===== config.mk =====
export PLATFORM = sky130hd
export DESIGN_NAME = sse_mac
export DESIGN_NICKNAME = d
export VERILOG_FILES = /design/src/rtl/sse_pkg.sv /design/src/rtl/sse_mac.sv
export SDC_FILE = /design/constraint.sdc
export NUM_CORES = 2
export LEC_CHECK = 0
export ABC_AREA = 1
export CAP_MARGIN = 0
export CORE_UTILIZATION = 62
export DETAILED_ROUTE_END_ITERATION = 6
export DONT_BUFFER_PORTS = 1
export HOLD_SLACK_MARGIN = 0.02
export PLACE_DENSITY = 0.81
export SYNTH_ARGS = -nofsm -noshare
export SYNTH_HDL_FRONTEND = slang
export SYNTH_SLANG_ARGS = --single-unit

===== constraint.sdc =====
create_clock -name i_clk -period 8.4 [get_ports i_clk]
set_input_delay 1.68 -clock i_clk [delete_from_list [all_inputs] [get_ports i_clk]]
set_output_delay 1.68 -clock i_clk [all_outputs]
set_load 0.01 [all_outputs]

===== src/rtl/sse_pkg.sv =====
// Package for the state-space Euler engine: mode and matrix codes, shared types.
// No dependencies.
`default_nettype none
package sse_pkg;
    // Largest matrix and vector dimension; the row and column fields are 3 bits wide
    localparam int MAX_DIM = 8;

    typedef enum logic [2:0] {
        MODE_LOAD  = 3'd0,
        MODE_INPUT = 3'd1,
        MODE_STATE = 3'd2,
        MODE_STEP  = 3'd3,
        MODE_READ  = 3'd4
    } t_mode;

    localparam logic [1:0] SEL_A = 2'd0;
    localparam logic [1:0] SEL_B = 2'd1;
    localparam logic [1:0] SEL_C = 2'd2;
    localparam logic [1:0] SEL_D = 2'd3;

    localparam logic [1:0] CFG_STATES  = 2'd0;
    localparam logic [1:0] CFG_INPUTS  = 2'd1;
    localparam logic [1:0] CFG_OUTPUTS = 2'd2;
    localparam logic [1:0] CFG_STEP    = 2'd3;

    // Saturate a 64-bit value to signed 32 bits
    function automatic logic signed [31:0] sat32(input logic signed [63:0] v);
        logic signed [31:0] r;
        if (v > 64'sd2147483647)       r = 32'sh7fffffff;
        else if (v < -64'sd2147483648) r = 32'sh80000000;
        else                           r = v[31:0];
        return r;
    endfunction
endpackage
`default_nettype wire


===== src/rtl/sse_mac.sv =====
// Registered multiply and accumulate unit with floor shift of each product.
// Depends on sse_pkg.
`default_nettype none
module sse_mac #(
    parameter int FRAC_BITS = 16
) (
    input  wire logic               i_clk,
    input  wire logic               i_clr,
    input  wire logic               i_en,
    input  wire logic signed [31:0] i_a,
    input  wire logic signed [31:0] i_b,
    output logic signed [63:0]      o_acc
);
    import sse_pkg::*;
    logic signed [63:0] r_prod;
    logic               r_pv;
    logic signed [63:0] r_acc;

    // Stage 1 product, stage 2 shifted accumulate
    always_ff @(posedge i_clk) begin
        r_prod <= 64'(i_a) * 64'(i_b);
        r_pv   <= i_en;
        if (i_clr) begin
            r_acc <= '0;
        end else if (r_pv) begin
            r_acc <= r_acc + (r_prod >>> FRAC_BITS);
        end
    end
    assign o_acc = r_acc;
endmodule
`default_nettype wire


# == Yosys cells after proc, flatten, opt, wreduce, memory -nomap -nowiden ==
# Cells that the tools add are included.
# Widths: inputs -> output; s select.
# op_classes
addsub,1
mul,1
# op_table
cell,n
$add 64x48->64,1
$mul 32x32->64,1
# word_totals
reg_bits,129
input_bits,67
word_cells,5

# == Longest topological paths before layout ==
# logic_depth
depth_word,1
depth_mapped,32

# == Worst setup path before layout ==
# Ideal clock, no wire load.
# synth_path
path_type,input-to-reg
startpoint,input port i_a[31]
endpoint,register r_prod[61]
arrival_ns,8.422
required_time_ns,8.288
setup_slack_ns,-0.134
stages,27
n_path_buf,1
path_cell_list,clkbuf_1 > nand2_1 > inv_1 > fa_1 > inv_1 > fa_1 > inv_1 > fa_1 > fa_1 > inv_1 > fa_1 > inv_1 > fa_1 > inv_1 > fa_1 > inv_1 > fa_1 > ha_1 > nand2_1 > nor2_1 > inv_1 > nor2_2 > inv_1 > nor4_1 > nand2_2 > nand3_1 > nand2_1
# synth_between
elab_chain_len,1
# synth_lines
element,line_no,text
from (decl),sse_mac.sv:10,"input wire logic signed [31:0] i_a,"
$mul 32x32->64,sse_mac.sv:21,r_prod <= 64'(i_a) * 64'(i_b);
to (signal assigned),sse_mac.sv:21,
to (decl),sse_mac.sv:15,logic signed [63:0] r_prod;
# Every way passes these cells.
# A chain may end at the register's enable or synchronous reset.

# == Worst setup path in the final report ==
# layout_path
startpoint,input port i_a[31]
endpoint,register r_prod[63]
# The elaborated chain is that of the path after synthesis.

==> run_summary.xml <==
<?xml version="1.0" encoding="UTF-8"?>
<metrics>
  <group name="hold_path">
    <metric name="min-delay-path-class" unit="">flip-flop to flip-flop</metric>
    <metric name="min_path_cells" unit="">2</metric>
    <metric name="hold_startpoint" unit="">o_acc[63]$_SDFFE_PP0P_</metric>
    <metric name="whs_endpoint" unit="">o_acc[63]$_SDFFE_PP0P_</metric>
  </group>
  <group name="critical_path">
    <metric name="rrSetupSlack" unit="ns">5.61</metric>
    <metric name="worstSetupStartpointType" unit="">input port</metric>
    <metric name="cp_endpoint_kind" unit="">flip-flop</metric>
    <metric name="critical_path.reg2reg.startpoint" unit="">r_prod[63]$_DFF_P_</metric>
    <metric name="critPathRequiredTime" unit="ns">8.79</metric>
    <metric name="rr_worst_depth" unit="">14</metric>
    <metric name="arrival_time_of_the_worst_setup_path" unit="ns">8.35</metric>
    <metric name="timing.setup.critical_path_class" unit="">input port to flip-flop</metric>
    <metric name="worst_reg2reg_endpoint" unit="">o_acc[56]$_SDFFE_PP0P_</metric>
    <metric name="timing.critical_path.fanout_max" unit="">32</metric>
  </group>
  <group name="final_layout">
    <metric name="antenna-diode-count" unit="">0</metric>
    <metric name="nNetsFinal" unit="">7446</metric>
    <metric name="fillers" unit="">6523</metric>
    <metric name="area_growth_syn_to_layout" unit="%">2.85</metric>
    <metric name="multi_input_area" unit="um2">36600</metric>
    <metric name="area.sequential" unit="um2">2270</metric>
    <metric name="cell_count_final_fillers_out" unit="">7036</metric>
    <metric name="post_route_cells_drive_above_1_share" unit="">0.0359</metric>
    <metric name="final_cell_area" unit="um2">47900</metric>
  </group>
  <group name="synth">
    <metric name="post_synth.cell_area_avg" unit="um2">7.51</metric>
    <metric name="synth-compound-area-share" unit="">0.0441</metric>
    <metric name="mappedNetlistArea" unit="um2">46600</metric>
    <metric name="yosys.area_share.xor_xnor" unit="">0.0135</metric>
    <metric name="synthSimpleGateAreaFrac" unit="">0.198</metric>
    <metric name="synth-seq-cells" unit="">113</metric>
    <metric name="mappedNetlistNets" unit="">7595</metric>
    <metric name="largest_family_of_logic_cells_by_synthesized_area" unit="">adder cells</metric>
    <metric name="synth_cells" unit="">6203</metric>
    <metric name="synth.top_cells.by_area" unit="">fa_1, inv_1, nand2_1</metric>
    <metric name="synth.most_common_cell" unit="">inv_1</metric>
    <metric name="yosysTopAreaCell" unit="">fa_1</metric>
    <metric name="synth_flop_cell" unit="">dfxtp_1</metric>
    <metric name="post_synthesis_async_set_or_reset_flop_share" unit="">0</metric>
    <metric name="synth.area.mux_share" unit="">0</metric>
    <metric name="ys_warn_count" unit="">0</metric>
    <metric name="yosysSeqAreaShare" unit="">0.0486</metric>
    <metric name="post_synth_num_cell_types" unit="">47</metric>
    <metric name="synth_fa_ha_area_frac" unit="">0.530</metric>
    <metric name="synth_enable_flop_cells" unit="">0</metric>
    <metric name="synthDominantCellAreaShare" unit="">0.465</metric>
    <metric name="synth.top_cells.by_count" unit="">inv_1, nand2_1, fa_1</metric>
  </group>
  <group name="placed_design">
    <metric name="postPlaceCellArea" unit="um2">47300</metric>
    <metric name="dpl.hpwl" unit="mm">113</metric>
    <metric name="io_buffer_count" unit="">0</metric>
    <metric name="place_congestion" unit="">1.01</metric>
    <metric name="dp_cells" unit="">7004</metric>
  </group>
  <group name="route">
    <metric name="route.final.wire_length" unit="mm">133</metric>
    <metric name="detailroute.via_count" unit="">38300</metric>
    <metric name="wl_per_cell" unit="um">18.9</metric>
    <metric name="viasPerCell" unit="">5.45</metric>
    <metric name="drt.antenna.violating_nets" unit="">0</metric>
    <metric name="first_pass_iters" unit="">6</metric>
    <metric name="detail_route.iter0.violations" unit="">3142</metric>
    <metric name="drc_errors" unit="">0</metric>
  </group>
  <group name="clock_network">
    <metric name="clk_latency" unit="ns">0.45</metric>
    <metric name="cts.reportedPaths.clkPinSlew" unit="ns">0.06</metric>
    <metric name="cts_post_setup_buffers_inserted" unit="">0</metric>
    <metric name="cts_tree" unit="">built</metric>
    <metric name="cts_made_buffers" unit="">17</metric>
    <metric name="hold_buffers" unit="">0</metric>
    <metric name="clockRootBuffer" unit="">clkbuf_16</metric>
    <metric name="cts-root-to-sink-buffers" unit="">2</metric>
    <metric name="resized_cells_post_cts" unit="">0</metric>
    <metric name="cts.htree.levels" unit="">4</metric>
    <metric name="cts_num_sinks" unit="">113</metric>
  </group>
  <group name="global_routing">
    <metric name="grt_overflow_total" unit="">0</metric>
    <metric name="grt_first_pass_wirelength" unit="mm">216</metric>
    <metric name="grt_max_degree" unit="">58</metric>
    <metric name="grt_antenna_before_repair" unit="">0</metric>
    <metric name="first_global_vias" unit="">41400</metric>
    <metric name="total_routing_usage_reported_by_global_routing" unit="">0.361</metric>
  </group>
  <group name="sta">
    <metric name="worst-slew-pin-transition" unit="ns">0.959</metric>
    <metric name="final-max-slew-violation-count" unit="">0</metric>
    <metric name="hold_ws" unit="ns">0.548</metric>
    <metric name="finalHoldViolCount" unit="">0</metric>
    <metric name="setup_repair_after_global_routing_missed_its_margin" unit="">false</metric>
    <metric name="timing.max_slew.rel_slack" unit="">0.360</metric>
    <metric name="finalCriticalPeriod" unit="ns">7.96</metric>
    <metric name="peak_freq" unit="MHz">126</metric>
    <metric name="timing.clock.skew" unit="ns">0.0125</metric>
    <metric name="post-route-period-util" unit="">0.947</metric>
    <metric name="finalSetupViolations" unit="">0</metric>
  </group>
  <group name="status">
    <metric name="result_of_the_run" unit="">finished, final reports clean</metric>
  </group>
  <group name="die">
    <metric name="core-area" unit="um2">74300</metric>
    <metric name="floorplan.io_pins" unit="">131</metric>
    <metric name="die_w" unit="um">276</metric>
    <metric name="fp.dieArea" unit="um2">76200</metric>
    <metric name="row_count" unit="">100</metric>
    <metric name="initial_core_util" unit="">0.627</metric>
    <metric name="die_height" unit="um">276</metric>
  </group>
  <group name="run">
    <metric name="max_cap_viol_count" unit="">0</metric>
  </group>
</metrics>
==> logic make-up (layout without fill, tap and decap cells) <==
family	Yosys count	in the layout
AOI/OAI and AO/OA	374	374
xor gates and xnor gates	72	72
adders and majority gates	1325	1325
buffers and inverters	2056	1920
DFF	113	113
and+or+nand+nor	2263	2263
==> metal layers <==
layer	wire length, um	global-route usage
met5	0	0
met3	11900	0.0669
met4	4410	0.113
met2	63700	0.612
met1	52800	0.472
==> placed cells by master (no fill, tap or decap), types with 6 or more instances in the layout <==
cell type  instances
inv_1           1819
nand2_1         1628
fa_1            1081
nor2_1           345
ha_1             243
a21oi_1          178
nand3_1          119
dfxtp_1          112
o21ai_0          110
xor2_1            59
buf_4             43
nand2_2           37
nor2_2            34
nand4_1           27
o21bai_1          26
inv_2             25
o21ai_1           18
clkbuf_16         17
nor3_1            15
xnor2_1           13
nor2_4            10
nand3_2           10
or2_2              8
a21o_1             8
o21a_1             7
nor4_1             6
==> stage by stage <==
step	TNS, ns	setup slack (ns)	utilization
2_1_floorplan	0	0.00747	-
3_3_place_gp	-0.0155	-0.0155	0.637
3_5_place_dp	-0.0990	-0.0598	0.637
4_1_cts	0	0.399	0.644
5_1_grt	0	0.117	0.644
6_report	0	0.445	0.644
==> how the worst max path moves through the flow <==
stage / start / endpoint
detailed placement: i_a[31] / r_prod[63]$_DFF_P_
finish: i_a[31] / r_prod[63]$_DFF_P_
CTS: i_a[31] / r_prod[63]$_DFF_P_
global route: i_a[31] / r_prod[63]$_DFF_P_
floorplan: i_a[31] / r_prod[61]$_DFF_P_
global placement: i_a[31] / r_prod[63]$_DFF_P_
==> cell type report <==
| cell class | count | area share |
|---|---|---|
| Clock buffer | 19 | 0.00946 |
| Inverter | 1845 | 0.145 |
| Timing Repair Buffer | 43 | 0.00674 |
| Clock inverter | 13 | 0.00266 |
| Tap cell | 969 | 0.0253 |
| Sequential cell | 113 | 0.0473 |
| Multi-Input combinational cell | 4034 | 0.764 |
==> sequential cells by signal (all words and copies together), names as in the netlist <==
signal and count:
o_acc 64, r_pv 1, r_prod 48
==> critical path, cell delays in order <==
cell,delay (ns)
nand2_1,0.09
inv_1,0.09
fa_1,0.51
inv_1,0.08
fa_1,0.50
inv_1,0.07
fa_1,0.64
buf_4,0.23
inv_1,0.07
fa_1,0.50
inv_1,0.05
fa_1,0.49
fa_1,0.59
fa_1,0.45
fa_1,0.47
ha_1,0.45
nand2_1,0.14
nor2_1,0.12
inv_1,0.08
o21ai_0,0.34
o21bai_1,0.26
nand2_1,0.12
nand2_1,0.10
inv_1,0.04
nand2_1,0.05
nand2_1,0.05
nand2_1,0.07
Power is not shown: default switching activity piles up to over one toggle a cycle in this logic, so the estimate is an artifact.
